--- src/hw/rtl/assert_macros.svh ---
// Assertion macros shared by the allocator RTL.
// No dependencies; included by the files that carry concurrent assertions.
`ifndef ASSERT_MACROS_SVH
`define ASSERT_MACROS_SVH

// Consequence must hold in the same cycle as the antecedent.
`define BFFA_ASSERT_IMPL(label, clk, rst, ante, cons) \
   label: assert property (@(posedge clk) disable iff (rst) (ante) |-> (cons)) \
      else $error("allocator assertion failed");

// Consequence must hold in the cycle after the antecedent.
`define BFFA_ASSERT_NEXT(label, clk, rst, ante, cons) \
   label: assert property (@(posedge clk) disable iff (rst) (ante) |=> (cons)) \
      else $error("allocator assertion failed");

`endif

--- src/hw/rtl/bffa_pkg.sv ---
// Shared constants, codes and types for the bitmap first-free allocator.
// No dependencies; imported by every allocator module.
package bffa_pkg;

   localparam int MAP_BITS_DEFAULT  = 8192;
   localparam int WORD_BITS_DEFAULT = 32;

   localparam int CFG_W      = 14;
   localparam int NUM_W      = 14;
   localparam int WIDX_W     = 8;
   localparam int DATA_W     = 32;
   localparam int COUNT_W    = 16;
   localparam int OPCODE_W   = 2;
   localparam int STATUS_W   = 2;
   localparam int CSR_ADDR_W = 4;
   localparam int CSR_DATA_W = 32;

   localparam logic [CFG_W-1:0] CFG_RESET = 14'd8192;

   localparam logic [OPCODE_W-1:0] OP_ALLOC = 2'd0;
   localparam logic [OPCODE_W-1:0] OP_FREE  = 2'd1;
   localparam logic [OPCODE_W-1:0] OP_LOAD  = 2'd2;

   localparam logic [STATUS_W-1:0] STATUS_OK    = 2'd0;
   localparam logic [STATUS_W-1:0] STATUS_FULL  = 2'd1;
   localparam logic [STATUS_W-1:0] STATUS_RANGE = 2'd2;

   localparam logic [1:0] REG_INODE_MAP_SIZE   = 2'd0;
   localparam logic [1:0] REG_BLOCK_MAP_SIZE   = 2'd1;
   localparam logic [1:0] REG_INODE_FREE_START = 2'd2;
   localparam logic [1:0] REG_BLOCK_FREE_START = 2'd3;

   // Register contents and counter load strobes handed to the sequencer.
   typedef struct packed {
      logic [CFG_W-1:0] inode_size;
      logic [CFG_W-1:0] block_size;
      logic             inode_load;
      logic             block_load;
      logic [CFG_W-1:0] inode_start;
      logic [CFG_W-1:0] block_start;
   } cfg_type;

endpackage

--- src/hw/rtl/bffa_ctrl.sv ---
// Sequencer: clearing pass, word scan, read-modify-write, counters and result register.
// Depends on bffa_pkg and assert_macros.svh; drives both bffa_bitmap_ram instances.
`include "assert_macros.svh"

module bffa_ctrl
   import bffa_pkg::*;
#(
   parameter int MAP_BITS  = MAP_BITS_DEFAULT,
   parameter int WORD_BITS = WORD_BITS_DEFAULT,
   localparam int MAP_WORDS = MAP_BITS / WORD_BITS,
   localparam int ADDR_W    = (MAP_WORDS > 1) ? $clog2(MAP_WORDS) : 1
) (
   input  logic                 clock,
   input  logic                 reset,
   input  logic                 req_tvalid,
   output logic                 req_tready,
   input  logic [OPCODE_W-1:0]  req_opcode,
   input  logic                 req_map_select,
   input  logic [NUM_W-1:0]     req_item_number,
   input  logic [WIDX_W-1:0]    req_word_index,
   input  logic [DATA_W-1:0]    req_word_data,
   input  cfg_type              cfg,
   output logic [1:0]           mem_en,
   output logic [1:0]           mem_we,
   output logic [ADDR_W-1:0]    mem_addr,
   output logic [WORD_BITS-1:0] mem_wdata,
   input  logic [WORD_BITS-1:0] rdata_inode,
   input  logic [WORD_BITS-1:0] rdata_block,
   output logic                 rsp_tvalid,
   input  logic                 rsp_tready,
   output logic [STATUS_W-1:0]  rsp_status,
   output logic [NUM_W-1:0]     rsp_number,
   output logic [COUNT_W-1:0]   rsp_count
);

   localparam int SZ_W  = (CFG_W > $clog2(MAP_BITS + 1)) ? CFG_W : $clog2(MAP_BITS + 1);
   localparam int BIT_W = $clog2(WORD_BITS);

   typedef enum logic [2:0] {
      ST_CLEAR,
      ST_IDLE,
      ST_SCAN,
      ST_RMW,
      ST_WRITE,
      ST_FINISH
   } state_type;

   state_type             state_ff, state_in;
   logic [ADDR_W-1:0]     clr_addr_ff, clr_addr_in;
   logic [OPCODE_W-1:0]   op_ff, op_in;
   logic                  sel_ff, sel_in;
   logic [ADDR_W-1:0]     last_word_ff, last_word_in;
   logic [BIT_W-1:0]      tail_ff, tail_in;
   logic [BIT_W-1:0]      bitpos_ff, bitpos_in;
   logic [ADDR_W-1:0]     wr_addr_ff, wr_addr_in;
   logic [WORD_BITS-1:0]  wr_data_ff, wr_data_in;
   logic [ADDR_W-1:0]     issue_addr_ff, issue_addr_in;
   logic                  issue_done_ff, issue_done_in;
   logic                  rd_valid_ff, rd_valid_in;
   logic [ADDR_W-1:0]     eval_addr_ff, eval_addr_in;
   logic [STATUS_W-1:0]   status_ff, status_in;
   logic [NUM_W-1:0]      number_ff, number_in;
   logic [COUNT_W-1:0]    inode_cnt_ff, inode_cnt_in;
   logic [COUNT_W-1:0]    block_cnt_ff, block_cnt_in;
   logic                  rsp_valid_ff, rsp_valid_in;
   logic [STATUS_W-1:0]   rsp_status_ff, rsp_status_in;
   logic [NUM_W-1:0]      rsp_number_ff, rsp_number_in;
   logic [COUNT_W-1:0]    rsp_count_ff, rsp_count_in;

   logic [WORD_BITS-1:0]  rdata;
   logic [WORD_BITS-1:0]  valid_mask;
   logic [WORD_BITS-1:0]  free_bits;
   logic [WORD_BITS-1:0]  low_free;
   logic [BIT_W-1:0]      low_idx;
   logic                  found;
   logic [SZ_W-1:0]       granted;
   logic [CFG_W-1:0]      req_size_cfg;
   logic [SZ_W-1:0]       req_size;
   logic [SZ_W-1:0]       req_last;
   logic [SZ_W-1:0]       req_num_ext;
   logic [SZ_W-1:0]       req_idx;
   logic                  range_bad;
   logic                  accept;
   logic                  out_free;

   assign req_tready = (state_ff == ST_IDLE);
   assign accept     = req_tvalid && req_tready;
   assign out_free   = !rsp_valid_ff || rsp_tready;

   // A size above the map's capacity behaves as the capacity.
   assign req_size_cfg = req_map_select ? cfg.block_size : cfg.inode_size;
   assign req_size     = (SZ_W'(req_size_cfg) > SZ_W'(MAP_BITS)) ? SZ_W'(MAP_BITS)
                                                                 : SZ_W'(req_size_cfg);
   assign req_last     = req_size - SZ_W'(1);
   assign req_num_ext  = SZ_W'(req_item_number);
   assign req_idx      = req_num_ext - SZ_W'(1);
   assign range_bad    = (req_item_number == '0) || (req_num_ext > req_size);

   assign rdata = sel_ff ? rdata_block : rdata_inode;

   // Bits beyond the configured size count as taken; only the last word is trimmed.
   always_comb begin
      for (int b = 0; b < WORD_BITS; b++) begin
         valid_mask[b] = (eval_addr_ff != last_word_ff) || (BIT_W'(b) <= tail_ff);
      end
   end

   assign free_bits = ~rdata & valid_mask;
   assign low_free  = free_bits & (~free_bits + WORD_BITS'(1));
   assign found     = |free_bits;

   always_comb begin
      low_idx = '0;
      for (int b = 0; b < WORD_BITS; b++) begin
         if (low_free[b]) begin
            low_idx = low_idx | BIT_W'(b);
         end
      end
   end

   assign granted = SZ_W'({eval_addr_ff, low_idx}) + SZ_W'(1);

   always_comb begin
      state_in      = state_ff;
      clr_addr_in   = clr_addr_ff;
      op_in         = op_ff;
      sel_in        = sel_ff;
      last_word_in  = last_word_ff;
      tail_in       = tail_ff;
      bitpos_in     = bitpos_ff;
      wr_addr_in    = wr_addr_ff;
      wr_data_in    = wr_data_ff;
      issue_addr_in = issue_addr_ff;
      issue_done_in = issue_done_ff;
      rd_valid_in   = 1'b0;
      eval_addr_in  = eval_addr_ff;
      status_in     = status_ff;
      number_in     = number_ff;
      inode_cnt_in  = inode_cnt_ff;
      block_cnt_in  = block_cnt_ff;
      rsp_valid_in  = rsp_valid_ff && !rsp_tready;
      rsp_status_in = rsp_status_ff;
      rsp_number_in = rsp_number_ff;
      rsp_count_in  = rsp_count_ff;
      mem_en        = 2'b00;
      mem_we        = 2'b00;
      mem_addr      = wr_addr_ff;
      mem_wdata     = wr_data_ff;

      unique case (state_ff)
         ST_CLEAR: begin
            mem_en    = 2'b11;
            mem_we    = 2'b11;
            mem_addr  = clr_addr_ff;
            mem_wdata = '0;
            if (clr_addr_ff == ADDR_W'(MAP_WORDS - 1)) begin
               state_in = ST_IDLE;
            end else begin
               clr_addr_in = clr_addr_ff + ADDR_W'(1);
            end
         end
         ST_IDLE: begin
            if (accept) begin
               op_in     = req_opcode;
               sel_in    = req_map_select;
               status_in = STATUS_OK;
               number_in = '0;
               unique case (req_opcode)
                  OP_ALLOC: begin
                     if (req_size == '0) begin
                        status_in = STATUS_FULL;
                        state_in  = ST_FINISH;
                     end else begin
                        last_word_in  = req_last[BIT_W +: ADDR_W];
                        tail_in       = req_last[BIT_W-1:0];
                        issue_addr_in = '0;
                        issue_done_in = 1'b0;
                        state_in      = ST_SCAN;
                     end
                  end
                  OP_FREE: begin
                     if (range_bad) begin
                        status_in = STATUS_RANGE;
                        state_in  = ST_FINISH;
                     end else begin
                        mem_en[req_map_select] = 1'b1;
                        mem_addr   = req_idx[BIT_W +: ADDR_W];
                        wr_addr_in = req_idx[BIT_W +: ADDR_W];
                        bitpos_in  = req_idx[BIT_W-1:0];
                        state_in   = ST_RMW;
                     end
                  end
                  OP_LOAD: begin
                     if (32'(req_word_index) < 32'(MAP_WORDS)) begin
                        wr_addr_in = ADDR_W'(req_word_index);
                        wr_data_in = WORD_BITS'(req_word_data);
                        state_in   = ST_WRITE;
                     end else begin
                        state_in = ST_FINISH;
                     end
                  end
                  default: begin
                     state_in = ST_FINISH;
                  end
               endcase
            end
         end
         ST_SCAN: begin
            // Reads go out one word a cycle; each word is judged when its data returns.
            if (!issue_done_ff) begin
               mem_en[sel_ff] = 1'b1;
               mem_addr       = issue_addr_ff;
               rd_valid_in    = 1'b1;
               eval_addr_in   = issue_addr_ff;
               if (issue_addr_ff == last_word_ff) begin
                  issue_done_in = 1'b1;
               end else begin
                  issue_addr_in = issue_addr_ff + ADDR_W'(1);
               end
            end
            if (rd_valid_ff) begin
               if (found) begin
                  wr_addr_in = eval_addr_ff;
                  wr_data_in = rdata | low_free;
                  number_in  = granted[NUM_W-1:0];
                  state_in   = ST_WRITE;
               end else if (eval_addr_ff == last_word_ff) begin
                  status_in = STATUS_FULL;
                  state_in  = ST_FINISH;
               end
            end
         end
         ST_RMW: begin
            wr_data_in = rdata & ~(WORD_BITS'(1) << bitpos_ff);
            state_in   = ST_WRITE;
         end
         ST_WRITE: begin
            mem_en[sel_ff] = 1'b1;
            mem_we[sel_ff] = 1'b1;
            mem_addr       = wr_addr_ff;
            mem_wdata      = wr_data_ff;
            if (op_ff == OP_ALLOC) begin
               if (sel_ff) begin
                  block_cnt_in = block_cnt_ff - COUNT_W'(1);
               end else begin
                  inode_cnt_in = inode_cnt_ff - COUNT_W'(1);
               end
            end else if (op_ff == OP_FREE) begin
               if (sel_ff) begin
                  block_cnt_in = block_cnt_ff + COUNT_W'(1);
               end else begin
                  inode_cnt_in = inode_cnt_ff + COUNT_W'(1);
               end
            end
            state_in = ST_FINISH;
         end
         ST_FINISH: begin
            if (out_free) begin
               rsp_valid_in  = 1'b1;
               rsp_status_in = status_ff;
               rsp_number_in = number_ff;
               rsp_count_in  = sel_ff ? block_cnt_ff : inode_cnt_ff;
               state_in      = ST_IDLE;
            end
         end
         default: begin
            state_in = ST_IDLE;
         end
      endcase

      if (cfg.inode_load) begin
         inode_cnt_in = COUNT_W'(cfg.inode_start);
      end
      if (cfg.block_load) begin
         block_cnt_in = COUNT_W'(cfg.block_start);
      end
   end

   always_ff @(posedge clock) begin
      if (reset) begin
         state_ff      <= ST_CLEAR;
         clr_addr_ff   <= '0;
         issue_done_ff <= 1'b1;
         rd_valid_ff   <= 1'b0;
         inode_cnt_ff  <= COUNT_W'(CFG_RESET);
         block_cnt_ff  <= COUNT_W'(CFG_RESET);
         rsp_valid_ff  <= 1'b0;
      end else begin
         state_ff      <= state_in;
         clr_addr_ff   <= clr_addr_in;
         issue_done_ff <= issue_done_in;
         rd_valid_ff   <= rd_valid_in;
         inode_cnt_ff  <= inode_cnt_in;
         block_cnt_ff  <= block_cnt_in;
         rsp_valid_ff  <= rsp_valid_in;
      end
      op_ff         <= op_in;
      sel_ff        <= sel_in;
      last_word_ff  <= last_word_in;
      tail_ff       <= tail_in;
      bitpos_ff     <= bitpos_in;
      wr_addr_ff    <= wr_addr_in;
      wr_data_ff    <= wr_data_in;
      issue_addr_ff <= issue_addr_in;
      eval_addr_ff  <= eval_addr_in;
      status_ff     <= status_in;
      number_ff     <= number_in;
      rsp_status_ff <= rsp_status_in;
      rsp_number_ff <= rsp_number_in;
      rsp_count_ff  <= rsp_count_in;
   end

   assign rsp_tvalid = rsp_valid_ff;
   assign rsp_status = rsp_status_ff;
   assign rsp_number = rsp_number_ff;
   assign rsp_count  = rsp_count_ff;

   `BFFA_ASSERT_NEXT(a_grant_lowers_inode_count, clock, reset, state_ff == ST_WRITE && op_ff == OP_ALLOC && !sel_ff && !cfg.inode_load, inode_cnt_ff == $past(inode_cnt_ff) - 16'd1)
   `BFFA_ASSERT_IMPL(a_one_map_written, clock, reset, state_ff != ST_CLEAR, !(mem_we[0] && mem_we[1]))
   `BFFA_ASSERT_IMPL(a_grant_nonzero, clock, reset, state_ff == ST_WRITE && op_ff == OP_ALLOC, number_ff != '0)
   `BFFA_ASSERT_IMPL(a_quiet_while_clearing, clock, reset, state_ff == ST_CLEAR, !rsp_valid_ff && !req_tready)

endmodule

--- config.mk ---
export PLATFORM = sky130hd
export DESIGN_NAME = bffa_ctrl
export DESIGN_NICKNAME = d
export VERILOG_FILES = /design/src/hw/rtl/bffa_pkg.sv /design/src/hw/rtl/bffa_ctrl.sv
export VERILOG_INCLUDE_DIRS = /design/src /design/src/hw/rtl
export SDC_FILE = /design/constraint.sdc
export NUM_CORES = 1
export LEC_CHECK = 0
export BUFFER_PORTS_ARGS = -buffer_cell sky130_fd_sc_hd__buf_2
export CAP_MARGIN = 25
export CORE_MARGIN = 2
export CORE_UTILIZATION = 35
export CTS_BUF_LIST = sky130_fd_sc_hd__clkbuf_4
export DETAILED_ROUTE_END_ITERATION = 8
export PLACE_DENSITY = 0.63
export REMOVE_ABC_BUFFERS = 1
export SLEW_MARGIN = 20
export SYNTH_ARGS = -nofsm -noshare
export SYNTH_HDL_FRONTEND = slang
export SYNTH_SLANG_ARGS = --single-unit
--- constraint.sdc ---
create_clock -name clock -period 15.7 [get_ports clock]
set_clock_uncertainty 0.1 [all_clocks]
set_input_delay 3.14 -clock clock [delete_from_list [all_inputs] [get_ports clock]]
set_output_delay 3.14 -clock clock [all_outputs]
set_load 0.03 [all_outputs]
==> run_results.csv <==
group,metric,value,unit
status,status,"finished, final reports clean",
floorplan,die_x,198,um
synth,ys.flop_type,"edfxtp_1",
min_path,hold_class,"flop to flop",
cells_and_area,nNetsFinal,1967,
worst_setup_path,cp-start-kind,"input port",
sta,drv_slew,0,
grt,grtUsageTotal,0.227,
worst_setup_path,rrSetupSlack,9.86,ns
floorplan,core_region_area,36800,sq um
routing,drcViolationCount,0,
worst_setup_path,critPathArrivalTime,8.05,ns
cells_and_area,drive_above_1_share,0.236,
sta,setup_violations,0,
routing,drtIter0Drc,1282,
synth,synth_top_area_cell,"edfxtp_1",
worst_setup_path,end_kind,"output port",
power_and_ir_drop,ir_worst_vdd,0.0335,mV
synth,synth_top_cell_area_share,0.286,
power_and_ir_drop,power_density,62.2,nW/um^2
sta,slew_headroom,0.360,
grt,gr-total-overflow,0,
synth,ys_warn_count,0,
worst_setup_path,path_class,"input port to output port",
power_and_ir_drop,power.leakage,6.08,nW
floorplan,io_pins,261,
clock_tree,clkSinkCount,171,
power_and_ir_drop,finalPower,944,uW
clock_tree,cts_resized,0,
cells_and_area,fillers,3728,
flow_run,cap_violations,0,
clock_tree,hold_buffers,0,
synth,synth.cell_area,13100,sq um
grt,antenna_found_initial,4,
synth,postSynthCellCount,1511,
worst_setup_path,crit_path_max_fanout,33,
sta,min_period,11.29,ns
clock_tree,cts_tree,"done",
sta,rsz0062_at_grt,"false",
floorplan,die_h,198,um
sta,clock.fmax,88.5,MHz
cells_and_area,utilization,0.413,
sta,fin_crit_sh,0.719,
synth,post-synth-top-count-cell,"nand2_1",
clock_tree,cts_buffer_depth,2,
grt,grt_pass1_wl,68400,um
clock_tree,numCtsBuffers,17,
floorplan,initial_core_util,0.357,
clock_tree,clk_pin_slew,0.16,ns
cells_and_area,area_growth,15.7,%
synth,syn_avg_cell_area,8.69,sq um
floorplan,rows,70,
min_path,min_from,"status_ff[0]",
clock_tree,cts_setup_buffers,0,
synth,synth-edff-count,125,
sta,setup_tns,0,ns
routing,routedWlPerCell,20.4,um
sta,hold_violations,0,
routing,via_count,12785,
synth,netlist_top_cells_count,"nand2_1 (158), nor2_1 (138), edfxtp_1 (125)",
clock_tree,cts_max_level,4,
place,portBuffers,260,
worst_setup_path,cp-startpoint,"req_map_select",
sta,tightest_slew,0.960,ns
worst_setup_path,r2r_start,"sel_ff",
routing,dr.pass1.iters,6,
routing,antenna_left,0,
place,dp_hpwl,34800,um
synth,async_flop_share,0,
clock_tree,cts_root_buf,"clkbuf_4",
place,gp_congestion,0.955,
synth,synth.distinct_cells,93,
clock_tree,insertion_delay,0.64,ns
synth,ys_seq_area_frac,0.356,
routing,routed_wl,45300,um
synth,ys_ff_latch,171,
synth,synth_area_leaders,"edfxtp_1 (29%), dfxtp_1 (7.0%), nand2_1 (4.5%)",
floorplan,dieArea,39100,sq um
grt,grt_pass1_vias,12125,
grt,grt_max_degree,63,
routing,viasPerCell,5.76,
worst_setup_path,crit_required,12.46,ns
layout make-up:
cell class              instances  area, sq um  area share
diodes                          3         7.51    0.000494
clock buffers                  17          128     0.00840
clock inverters                15          176      0.0116
inverters                      60          225      0.0148
multi-input cells            1201         7890       0.519
flip-flops and latches        171         4670       0.308
well taps                     468          586      0.0386
repair buffers                284         1500      0.0989
cells in the final DEF, fill, tap and decap left out, types with 17 or more instances in the layout:
cell type and count:
buf_2 260, nand2_1 157, nor2_1 137, edfxtp_1 125, a21oi_1 112, o21ai_0 98
inv_1 57, ha_1 47, xnor2_1 46, dfxtp_1 46, mux2_2 45, nor2b_1 45
mux2i_1 44, nor3_1 40, nand3_1 36, nand4_1 28, a31oi_1 25, buf_4 23
and3_1 21, a221oi_1 21, xor2_1 21, or3_1 17, clkbuf_4 17
state kept, by name, summed over array words and instances, names as in the netlist:
name	flops
sel_ff	1
last_word_ff	8
block_cnt_ff	16
number_ff	14
rd_valid_ff	1
rsp_number	14
rsp_status	2
issue_addr_ff	8
state_ff	3
inode_cnt_ff	16
eval_addr_ff	8
issue_done_ff	1
rsp_tvalid	1
rsp_count	16
wr_addr_ff	8
wr_data_ff	32
status_ff	2
op_ff	2
clr_addr_ff	8
tail_ff	5
bitpos_ff	5
cells by family after synthesis:
family	Yosys count	share of synthesized area
flip-flops	171	0.356
buffers and inverters	139	0.0465
AND/OR/NAND/NOR	574	0.218
XOR/XNOR	69	0.0472
multiplexers	89	0.0722
AO/OA/AOI/OAI	420	0.213
adder cells (fa/ha/maj)	49	0.0479
metal layers:
metal | share of wire | GRT usage
met5 | 0.0015 | 0
met1 | 0.44 | 0.298
met3 | 0.069 | 0.0396
met4 | 0.035 | 0.0930
met2 | 0.46 | 0.369
worst max-delay path, cell delays in order:
cell and delay (ns):
buf_2 0.52, mux2_2 0.45, nand2b_1 0.24, o41ai_2 0.36, buf_4 0.25, nand2_1 0.08, ha_1 0.30, a21oi_1 0.13
nor2b_1 0.05, o21ai_0 0.15, nand2b_1 0.07, a2111oi_0 0.48, o41ai_1 0.20, nor3_2 0.17, buf_4 0.26, nand2_1 0.39
a21o_1 0.28, a32oi_1 0.25, buf_2 0.26
metrics by stage:
| stage | hold WS [ns] | worst slack [ns] | instance area (sq um) | cells |
|---|---|---|---|---|
| after floorplan | 0.300 | 3.51 | 12700 | 1432 |
| after global placement | 0.303 | 4.58 | 14800 | 2181 |
| after detailed placement | 0.305 | 4.53 | 14800 | 2183 |
| after CTS | 0.336 | 4.47 | 15200 | 2215 |
| after global routing | 0.354 | 4.06 | 15200 | 2218 |
| final | 0.331 | 4.41 | 15200 | 2219 |
final timing paths:
kind	cells past startpoint	endpoint
max	19	mem_addr[7]
min	0	rsp_status[0]
min reg2reg	0	rsp_status[0]
max reg2reg	16	number_ff[10]
where the power goes:
| group | leakage (nW) | internal (mW) | switching, mW |
|---|---|---|---|
| Clock | 0.158 | 0.101 | 0.186 |
| Combinational | 4.40 | 0.0704 | 0.0933 |
| Sequential | 1.53 | 0.489 | 0.00536 |
No activity file was read; power rests on OpenSTA's default activity.
