==> src/hw/rtl/assert_macros.svh <==
// Assertion macros shared by the allocator RTL.
// No dependencies; included by the files that carry concurrent assertions.
`ifndef ASSERT_MACROS_SVH
`define ASSERT_MACROS_SVH

// Consequence must hold in the same cycle as the antecedent.
`define BFFA_ASSERT_IMPL(label, clk, rst, ante, cons) \
   label: assert property (@(posedge clk) disable iff (rst) (ante) |-> (cons)) \
      else $error("allocator assertion failed");

// Consequence must hold in the cycle after the antecedent.
`define BFFA_ASSERT_NEXT(label, clk, rst, ante, cons) \
   label: assert property (@(posedge clk) disable iff (rst) (ante) |=> (cons)) \
      else $error("allocator assertion failed");

`endif

==> src/hw/rtl/bffa_pkg.sv <==
// Shared constants, codes and types for the bitmap first-free allocator.
// No dependencies; imported by every allocator module.
package bffa_pkg;

   localparam int MAP_BITS_DEFAULT  = 8192;
   localparam int WORD_BITS_DEFAULT = 32;

   localparam int CFG_W      = 14;
   localparam int NUM_W      = 14;
   localparam int WIDX_W     = 8;
   localparam int DATA_W     = 32;
   localparam int COUNT_W    = 16;
   localparam int OPCODE_W   = 2;
   localparam int STATUS_W   = 2;
   localparam int CSR_ADDR_W = 4;
   localparam int CSR_DATA_W = 32;

   localparam logic [CFG_W-1:0] CFG_RESET = 14'd8192;

   localparam logic [OPCODE_W-1:0] OP_ALLOC = 2'd0;
   localparam logic [OPCODE_W-1:0] OP_FREE  = 2'd1;
   localparam logic [OPCODE_W-1:0] OP_LOAD  = 2'd2;

   localparam logic [STATUS_W-1:0] STATUS_OK    = 2'd0;
   localparam logic [STATUS_W-1:0] STATUS_FULL  = 2'd1;
   localparam logic [STATUS_W-1:0] STATUS_RANGE = 2'd2;

   localparam logic [1:0] REG_INODE_MAP_SIZE   = 2'd0;
   localparam logic [1:0] REG_BLOCK_MAP_SIZE   = 2'd1;
   localparam logic [1:0] REG_INODE_FREE_START = 2'd2;
   localparam logic [1:0] REG_BLOCK_FREE_START = 2'd3;

   // Register contents and counter load strobes handed to the sequencer.
   typedef struct packed {
      logic [CFG_W-1:0] inode_size;
      logic [CFG_W-1:0] block_size;
      logic             inode_load;
      logic             block_load;
      logic [CFG_W-1:0] inode_start;
      logic [CFG_W-1:0] block_start;
   } cfg_type;

endpackage

==> src/hw/rtl/bffa_csr.sv <==
// Configuration register file behind the APB-style port.
// Depends on bffa_pkg for register indexes, widths and cfg_type.
module bffa_csr
   import bffa_pkg::*;
(
   input  logic                  clock,
   input  logic                  reset,
   input  logic                  csr_psel,
   input  logic                  csr_penable,
   input  logic                  csr_pwrite,
   input  logic [CSR_ADDR_W-1:0] csr_paddr,
   input  logic [CSR_DATA_W-1:0] csr_pwdata,
   output logic [CSR_DATA_W-1:0] csr_prdata,
   output logic                  csr_pready,
   output cfg_type               cfg
);

   logic [CFG_W-1:0] inode_size_ff, inode_size_in;
   logic [CFG_W-1:0] block_size_ff, block_size_in;
   logic [CFG_W-1:0] inode_start_ff, inode_start_in;
   logic [CFG_W-1:0] block_start_ff, block_start_in;
   logic             wr_strobe;
   logic [1:0]       reg_idx;
   logic [CFG_W-1:0] wr_value;
   logic [CFG_W-1:0] rd_value;

   assign csr_pready = 1'b1;
   assign wr_strobe  = csr_psel && csr_penable && csr_pwrite && csr_pready;
   assign reg_idx    = csr_paddr[3:2];
   assign wr_value   = csr_pwdata[CFG_W-1:0];

   always_comb begin
      inode_size_in  = inode_size_ff;
      block_size_in  = block_size_ff;
      inode_start_in = inode_start_ff;
      block_start_in = block_start_ff;
      if (wr_strobe) begin
         unique case (reg_idx)
            REG_INODE_MAP_SIZE:   inode_size_in  = wr_value;
            REG_BLOCK_MAP_SIZE:   block_size_in  = wr_value;
            REG_INODE_FREE_START: inode_start_in = wr_value;
            REG_BLOCK_FREE_START: block_start_in = wr_value;
            default:              inode_size_in  = inode_size_ff;
         endcase
      end
   end

   always_ff @(posedge clock) begin
      if (reset) begin
         inode_size_ff  <= CFG_RESET;
         block_size_ff  <= CFG_RESET;
         inode_start_ff <= CFG_RESET;
         block_start_ff <= CFG_RESET;
      end else begin
         inode_size_ff  <= inode_size_in;
         block_size_ff  <= block_size_in;
         inode_start_ff <= inode_start_in;
         block_start_ff <= block_start_in;
      end
   end

   always_comb begin
      unique case (reg_idx)
         REG_INODE_MAP_SIZE:   rd_value = inode_size_ff;
         REG_BLOCK_MAP_SIZE:   rd_value = block_size_ff;
         REG_INODE_FREE_START: rd_value = inode_start_ff;
         REG_BLOCK_FREE_START: rd_value = block_start_ff;
         default:              rd_value = '0;
      endcase
   end

   assign csr_prdata = CSR_DATA_W'(rd_value);

   // Writing a free-start register also reloads the matching counter.
   assign cfg.inode_size  = inode_size_ff;
   assign cfg.block_size  = block_size_ff;
   assign cfg.inode_load  = wr_strobe && (reg_idx == REG_INODE_FREE_START);
   assign cfg.block_load  = wr_strobe && (reg_idx == REG_BLOCK_FREE_START);
   assign cfg.inode_start = wr_value;
   assign cfg.block_start = wr_value;

endmodule

==> config.mk <==
export PLATFORM = sky130hd
export DESIGN_NAME = bffa_csr
export DESIGN_NICKNAME = d
export VERILOG_FILES = /design/src/hw/rtl/assert_macros.svh /design/src/hw/rtl/bffa_pkg.sv /design/src/hw/rtl/bffa_csr.sv
export SDC_FILE = /design/constraint.sdc
export NUM_CORES = 1
export LEC_CHECK = 0
export ABC_AREA = 1
export BUFFER_PORTS_ARGS = -buffer_cell sky130_fd_sc_hd__buf_4
export CAP_MARGIN = 20
export CORE_UTILIZATION = 43
export DETAILED_ROUTE_END_ITERATION = 6
export GPL_TIMING_DRIVEN = 0
export PLACE_DENSITY = 0.74
export SLEW_MARGIN = 20
export SYNTH_ARGS = -nofsm -noshare
export SYNTH_HDL_FRONTEND = slang
export SYNTH_SLANG_ARGS = --single-unit
==> constraint.sdc <==
create_clock -name clock -period 1.2 [get_ports clock]
set_input_delay 0.06 -clock clock [delete_from_list [all_inputs] [get_ports clock]]
set_output_delay 0.06 -clock clock [all_outputs]
set_load 0.02 [all_outputs]
==> impl_metrics.csv, run 1 <==
group,metric,value,unit
setup_path,crit_type,"in2out",
detailed_routing,vias,3229,
floorplan,die_area,7220,µm²
sta,fmax,887,MHz
worst_hold_path,min_path_cells,3,
pwr,ir_drop,564,µV
clocking,cts.path.max_buffers,2,
sta,slew_headroom,0.598,
floorplan,core_area,6490,µm²
grt,grt_pass1_wl,14000,µm
sta,worst_slew_pin_slew,0.602,ns
yosys,netlist_area,2960,µm²
clocking,clk_pin_slew_worst_paths,0.10,ns
grt,grt_pass1_vias,2984,
layout,utilization,0.621,
sta,finClkSkew,0,ns
clocking,clock_sinks,56,
yosys,ys_types,17,
layout,fillers,596,
detailed_routing,drt_iter0_markers,238,
placed_design,routabilityCongestion,0.849,
status,status,"finished with violations",
job,maxCapViolations,0,
setup_path,worstPathMaxFanout,10,
placed_design,dp_hpwl,6030,µm
setup_path,reg2reg_depth,2,
setup_path,start_kind,"input pin",
layout,n_antenna_cell,0,
clocking,clk_latency,0.31,ns
detailed_routing,totalWireLength,8690,µm
clocking,cts_tree,"yes",
detailed_routing,route.detailed.drc,9,
placed_design,port_buffers,92,
sta,final.period_utilization,0.939,
clocking,ctsHoldBuffers,0,
sta,fin_hold_ws,0.00288,ns
yosys,yosysWarnings,0,
sta,tns,0,ns
grt,antenna_found_initial,0,
floorplan,die_h,85.0,µm
floorplan,pin_count,132,
setup_path,crit_arrival,1.07,ns
detailed_routing,ant_nets,0,
detailed_routing,met3WireLength,829,µm
layout,final_common_cell,"buf_4",
pwr,power.leakage,2.00,nW
sta,setup_viol,0,
layout,final_cell_mix,"buf_4, nand2_1, nor2_1",
yosys,avgSynthCellArea,6.58,µm²
floorplan,die_w,85.0,µm
grt,grt_usage,0.245,
setup_path,critPathCaptureType,"primary output",
worst_hold_path,hp-class,"in2reg",
setup_path,crit_required,1.14,ns
pwr,power_density,1000,nW/µm²
detailed_routing,top_layer,"met4",
yosys,ys_seq_elements,56,
detailed_routing,met1_length,3490,µm
detailed_routing,dr_wl_met2,4130,µm
grt,grt_max_degree,17,
yosys,ys_seq_area_frac,0.379,
sta,finalHoldViolCount,0,
placed_design,pre_cts_ws,-0.297,ns
layout,stdcell_count,653,
clocking,cts_buffers,5,
layout,area_delta_synth_final,36.3,%
sta,worst_slack,0.0728,ns
grt,grt_overflow,0,
detailed_routing,viasPerCell,4.94,
layout,nets,616,
sta,drv_slew,0,
clocking,clockRootBuffer,"clkbuf_8",
sta,period_needed,1.13,ns
status,violations,"DRC",
sta,rsz0062_at_grt,"false",
yosys,postSynthCellCount,450,
placed_design,dp.cells,636,
clocking,h-tree-depth,2,
detailed_routing,wl_per_cell,13.3,µm
layout,layout-drive-gt1-share,0.314,
detailed_routing,first_pass_iters,6,
floorplan,start_util,0.456,
floorplan,rows,29,
==> routing by layer <==
layer  up-vias  track usage
li1       1589            -
met3        26       0.0399
met4         0       0.0940
met1      1443        0.320
met5         -            0
met2       171        0.407
==> power breakdown <==
part	switching (mW)	internal, mW	leakage (nW)
Clock	0.624	0.621	0.0552
Combinational	0.505	0.371	1.49
Sequential	0.0259	1.90	0.453
==> stage by stage <==
step	instance area, µm²	power [mW]
2_1_floorplan	3020	2.50
3_3_place_gp	3810	2.78
3_5_place_dp	3810	2.79
4_1_cts	3940	4.00
5_1_grt	4030	4.19
6_report	4030	4.04
==> final timing paths <==
kind / startpoint / slack, ns / end
min: csr_pwdata[13] / 0.003 / inode_size_ff[13]
max reg2reg: block_size_ff[13] / 0.57 / block_size_ff[13]
max: csr_paddr[2] / 0.07 / cfg[29]
min reg2reg: block_start_ff[4] / 0.49 / block_start_ff[4]
==> cell families (layout without fill, tap and decap cells) <==
| kind of cell | after synthesis | count (layout) | share of synthesized area |
|---|---|---|---|
| other | 2 | 19 | 0.00254 |
| AO/OA/AOI/OAI | 4 | 4 | 0.00677 |
| buffers and inverters | 88 | 197 | 0.188 |
| flip-flops | 56 | 56 | 0.379 |
| AND/OR/NAND/NOR | 300 | 300 | 0.424 |
==> worst max-delay path, stage by stage <==
cell	delay (ns)
buf_4	0.15
inv_1	0.13
nand2_1	0.12
nor2_4	0.21
buf_4	0.23
buf_4	0.16
==> cell usage after synthesis (all sizes together) <==
cell type	n	area share
dfxtp	56	0.38
nor2	112	0.15
conb	2	0.0025
clkbuf	2	0.0025
buf	68	0.16
o21ai	4	0.0068
nand2	117	0.15
inv	18	0.023
nand3	57	0.098
nand4	14	0.030
==> state kept, by name, indices dropped and copies added, names as in the netlist <==
| register | flops |
|---|---|
| block_size_ff | 14 |
| block_start_ff | 14 |
| inode_size_ff | 14 |
| inode_start_ff | 14 |
==> layout make-up <==
type / instances / area [µm²] / share of cell area
multi-input cells: 323 / 1370 / 0.339
flip-flops and latches: 56 / 1120 / 0.278
repair buffers: 101 / 771 / 0.191
plain buffers: 70 / 499 / 0.124
well taps: 77 / 96.3 / 0.0239
clock buffers: 6 / 72.6 / 0.0180
inverters: 18 / 70.1 / 0.0174
clock inverters: 2 / 35.0 / 0.00868
==> repair_timing <==
item,4_1_cts,5_1_grt
pin swaps,0,3
setup buffers,0,9
endpoints found under the setup margin,14,14
gates resized for setup,5,8
cloned,0,0
(Power assumes the default switching activity.)
==> run 2, diff against run 1 <==
- CORE_UTILIZATION: 43 -> 40
- PLACE_DENSITY: 0.74 -> 0.7
==> run 2 against run 1 <==
Net effect: the run now ends clean; first-iteration DRC count down 11%; count of clock-buffer cells in the layout unchanged; worst hold slack better by 0.0049 ns; die area up 7.3%; critical path type unchanged; largest cell class unchanged.
==> impl_metrics.csv, run 2 (synthesis results as in run 1) <==
group,metric,value,unit
placed_design,port_buffers,92,
layout,stdcell_count,668,
setup_path,worstPathMaxFanout,10,
clocking,h-tree-depth,2,
setup_path,crit_type,"in2out",
sta,setup_viol,0,
sta,fmax,873,MHz
status,status,"finished, final reports clean",
detailed_routing,totalWireLength,8940,µm
pwr,ir_drop,550,µV
pwr,power_density,967,nW/µm²
placed_design,pre_cts_ws,-0.362,ns
clocking,clockRootBuffer,"clkbuf_8",
worst_hold_path,min_path_cells,3,
detailed_routing,ant_nets,0,
setup_path,critPathSlowestCell,"buf_2",
detailed_routing,wl_per_cell,13.4,µm
placed_design,dp_hpwl,6320,µm
grt,grt_overflow,0,
job,maxCapViolations,0,
setup_path,reg2reg_depth,2,
setup_path,start_kind,"input pin",
grt,grt_pass1_wl,13800,µm
detailed_routing,vias,3156,
layout,register_area,1120,µm²
clocking,clk_latency,0.31,ns
placed_design,dp.cells,655,
detailed_routing,first_pass_iters,5,
sta,period_needed,1.15,ns
clocking,cts_tree,"yes",
clocking,cts.path.max_buffers,2,
grt,grt_max_degree,17,
setup_path,crit_top_cell,"buf_4",
grt,grt_usage,0.235,
grt,grt_pass1_vias,2838,
sta,drv_slew,0,
sta,finClkSkew,0,ns
layout,final_cell_mix,"buf_4, nand2_1, nor2_1",
layout,n_antenna_cell,0,
setup_path,crit_arrival,1.09,ns
clocking,clk_pin_slew_worst_paths,0.10,ns
sta,worst_slew_pin_slew,0.587,ns
layout,final_common_cell,"buf_4",
worst_hold_path,hp-class,"in2reg",
floorplan,die_area,7750,µm²
layout,area_delta_synth_final,35.0,%
floorplan,core_area,6980,µm²
layout,multi_input_area,1370,µm²
clocking,cts_buffers,5,
clocking,ctsHoldBuffers,0,
detailed_routing,route.detailed.drc,0,
placed_design,routabilityCongestion,0.869,
clocking,clock_sinks,56,
pwr,power.leakage,1.97,nW
floorplan,start_util,0.424,
floorplan,pin_count,132,
sta,slew_headroom,0.609,
sta,worst_slack,0.0541,ns
layout,fillers,717,
setup_path,crit_required,1.14,ns
detailed_routing,viasPerCell,4.72,
floorplan,rows,30,
grt,antenna_found_initial,0,
layout,nets,612,
detailed_routing,drt_iter0_markers,212,
floorplan,die_w,88.0,µm
sta,rsz0062_at_grt,"false",
setup_path,path_cells,"buf_4 -> nor2_4 -> buf_2 -> nand2_1 -> nand4_1 -> buf_4",
floorplan,die_h,88.0,µm
sta,finalHoldViolCount,0,
sta,final.period_utilization,0.955,
layout,utilization,0.572,
setup_path,cp_slowest_stage_delay,0.30,ns
layout,layout-drive-gt1-share,0.309,
setup_path,critPathCaptureType,"primary output",
## run 2: critical path: cells and delay by family
family	cells	cell delay, ns
buf+inv	3	0.59
simple gates	3	0.43
## run 2: repair_timing
item                                    in CTS  in global routing
pin swaps                                    0                  2
resized for setup                            7                  3
gates cloned                                 0                  0
buffers inserted                             0                  5
endpoints found under the setup margin      14                 12
## run 2: final timing paths
| check | slack [ns] | endpoint | start |
|---|---|---|---|
| worst max-delay path | 0.05 | csr_prdata[10] | csr_paddr[3] |
| worst min-delay path | 0.008 | inode_size_ff[13] | csr_pwdata[13] |
| worst max register to register | 0.57 | block_size_ff[1] | block_size_ff[1] |
| worst min register to register | 0.49 | inode_start_ff[4] | inode_start_ff[4] |
## run 2: final cells by class
| cell class | instances | share of cell area |
|---|---|---|
| Clock buffer | 6 | 0.0207 |
| Inverter | 18 | 0.0175 |
| Buffer | 70 | 0.124 |
| Clock inverter | 2 | 0.00251 |
| Tap cell | 96 | 0.0301 |
| Sequential cell | 56 | 0.281 |
| Timing Repair Buffer | 97 | 0.182 |
| Multi-Input combinational cell | 323 | 0.342 |
## run 2: per-stage QoR
| stage | total power, mW | hold WS [ns] | setup TNS (ns) | cell area [µm²] |
|---|---|---|---|---|
| final | 3.86 | 0.00778 | 0 | 4000 |
| after global routing | 4.03 | 0.000748 | 0 | 4000 |
| after CTS | 3.86 | 0.00446 | 0 | 3950 |
| after detailed placement | 2.80 | 0.331 | -4.40 | 3830 |
| after global placement | 2.79 | 0.322 | -4.72 | 3830 |
| after floorplan | 2.50 | 0.186 | 0 | 3020 |
## run 2: layer usage
| layer | global-route usage | wire (µm) | up-vias |
|---|---|---|---|
| met2 | 0.371 | 4330 | 152 |
| met4 | 0.0850 | 103 | 0 |
| met5 | 0 | 0 | - |
| met1 | 0.320 | 3810 | 1417 |
| li1 | - | - | 1575 |
| met3 | 0.0462 | 699 | 12 |
## run 2: where the power goes
group | switching [mW] | internal [mW]
clock | 0.614 | 0.463
combinational | 0.504 | 0.357
sequential | 0.0263 | 1.90
==> run 3, diff against run 2 <==
- PLACE_DENSITY: 0.7 -> 0.68
==> run 3 against run 2 <==
Net effect: first-iteration DRC count decreased by 1.4%; power increased by 5.8%; die area unchanged; clock power increased by 19%; utilization increased by 0.73 points; non-clock buffer count increased by 3; critical path depth increased by 1; cell count increased by 0.45%; fmax increased by 0.28%; register-to-register slack about the same; worst hold slack improved by 0.11 ns; largest power group unchanged; highest routed layer unchanged.
==> impl_metrics.csv, run 3 (synthesis results as in run 1) <==
group,metric,value,unit
status,status,"finished, final reports clean",
placed_design,placed_area,3830,µm²
clocking,clk_pin_slew_worst_paths,0.10,ns
detailed_routing,totalWireLength,8830,µm
layout,layout-drive-gt1-share,0.311,
pwr,power.leakage,1.99,nW
floorplan,start_util,0.424,
sta,worst_slew_pin_slew,0.602,ns
placed_design,pre_cts_ws,-0.395,ns
floorplan,rows,30,
sta,final.period_utilization,0.952,
sta,slew_headroom,0.599,
detailed_routing,ant_nets,0,
sta,finalHoldViolCount,0,
pwr,ir_drop,504,µV
setup_path,crit_arrival,1.08,ns
setup_path,worstPathMaxFanout,10,
floorplan,die_area,7750,µm²
setup_path,crit_start,"csr_paddr[2]",
grt,grt_usage,0.230,
layout,area_delta_synth_final,36.7,%
floorplan,pin_count,132,
clocking,clockRootBuffer,"clkbuf_8",
clocking,cts.path.max_buffers,2,
detailed_routing,route.detailed.drc,0,
detailed_routing,first_pass_iters,4,
layout,utilization,0.580,
job,maxCapViolations,0,
floorplan,die_h,88.0,µm
layout,fillers,726,
layout,final_area,4050,µm²
grt,grt_overflow,0,
placed_design,port_buffers,92,
sta,fin_hold_ws,0.121,ns
sta,setup_viol,0,
layout,final_common_cell,"buf_4",
setup_path,r2r-start,"inode_size_ff[13]",
clocking,clk_latency,0.33,ns
detailed_routing,vias,3168,
clocking,h-tree-depth,2,
sta,rsz0062_at_grt,"false",
sta,fmax,875,MHz
floorplan,die_w,88.0,µm
grt,grt_pass1_wl,13600,µm
grt,antenna_found_initial,0,
setup_path,critPathCaptureType,"primary output",
sta,finClkSkew,0,ns
layout,nets,615,
placed_design,dp_hpwl,6260,µm
detailed_routing,wl_per_cell,13.2,µm
pwr,power_density,1010,nW/µm²
sta,worst_slack,0.0573,ns
grt,grt_pass1_vias,2745,
setup_path,crit_required,1.14,ns
clocking,cts_tree,"yes",
layout,n_antenna_cell,0,
worst_hold_path,hp-start,"csr_pwdata[8]",
clocking,clock_sinks,56,
detailed_routing,drt_iter0_markers,209,
worst_hold_path,hp-class,"in2reg",
sta,drv_slew,0,
grt,grt_max_degree,18,
setup_path,crit_type,"in2out",
clocking,cts_buffers,5,
detailed_routing,viasPerCell,4.72,
setup_path,start_kind,"input pin",
placed_design,routabilityCongestion,0.868,
sta,tns,0,ns
floorplan,core_area,6980,µm²
layout,final_cell_mix,"buf_4, nand2_1, nor2_1",
sta,period_needed,1.14,ns
[run 3: cell types whose count changed in the layout (fill, tap and decap cells not counted), sizes merged]
| cell | previous run | this run |
|---|---|---|
| dlygate4sd3 | 0 | 1 |
| bufinv | 0 | 1 |
| clkinvlp | 0 | 1 |
| clkbuf | 8 | 7 |
| clkinv | 2 | 1 |
| buf | 165 | 167 |
[run 3: final timing paths]
check	cells past startpoint	end	slack, ns
worst max-delay path	7	csr_prdata[12]	0.06
worst min-delay path	5	inode_size_ff[8]	0.12
worst max register to register	2	inode_size_ff[13]	0.58
worst min register to register	2	block_start_ff[2]	0.49
[run 3: layout make-up]
class,instances,area [µm²],share of cell area
plain buffers,70,504,0.125
clock buffers,5,68.8,0.0170
clock inverters,3,42.5,0.0105
inverters,18,70.1,0.0173
multi-input cells,323,1370,0.338
flip-flops and latches,56,1120,0.277
well taps,96,120,0.0297
repair buffers,100,753,0.186
[run 3: routing by layer]
metal | global-route usage | vias up | part of all wire
met5 | 0 | - | 0
met4 | 0.0836 | 0 | 0.026
met3 | 0.0330 | 21 | 0.065
met2 | 0.364 | 134 | 0.46
met1 | 0.320 | 1428 | 0.44
li1 | - | 1585 | -
[run 3: metrics by stage]
stage / power (mW) / std cells
2_1_floorplan: 2.50 / 467
3_3_place_gp: 2.78 / 655
3_5_place_dp: 2.80 / 655
4_1_cts: 4.04 / 664
5_1_grt: 4.23 / 671
6_report: 4.09 / 671
[run 3: worst max-delay path: stages]
cell	delay, ns
buf_4	0.13
inv_1	0.10
nor2_4	0.26
buf_6	0.20
nand2_1	0.07
nand4_1	0.11
buf_4	0.15
[run 3: power by group]
group          leakage [nW]  internal [mW]  switching (mW)
registers             0.453           1.90          0.0263
clock network        0.0541          0.619           0.672
logic                  1.48          0.366           0.504
[run 3: repair_timing]
item,in CTS,in global routing
hold endpoints to repair,2,0
endpoints found under the setup margin,14,15
gates resized for setup,7,5
hold buffers,1,0
buffers inserted,0,7
pin swaps,0,3
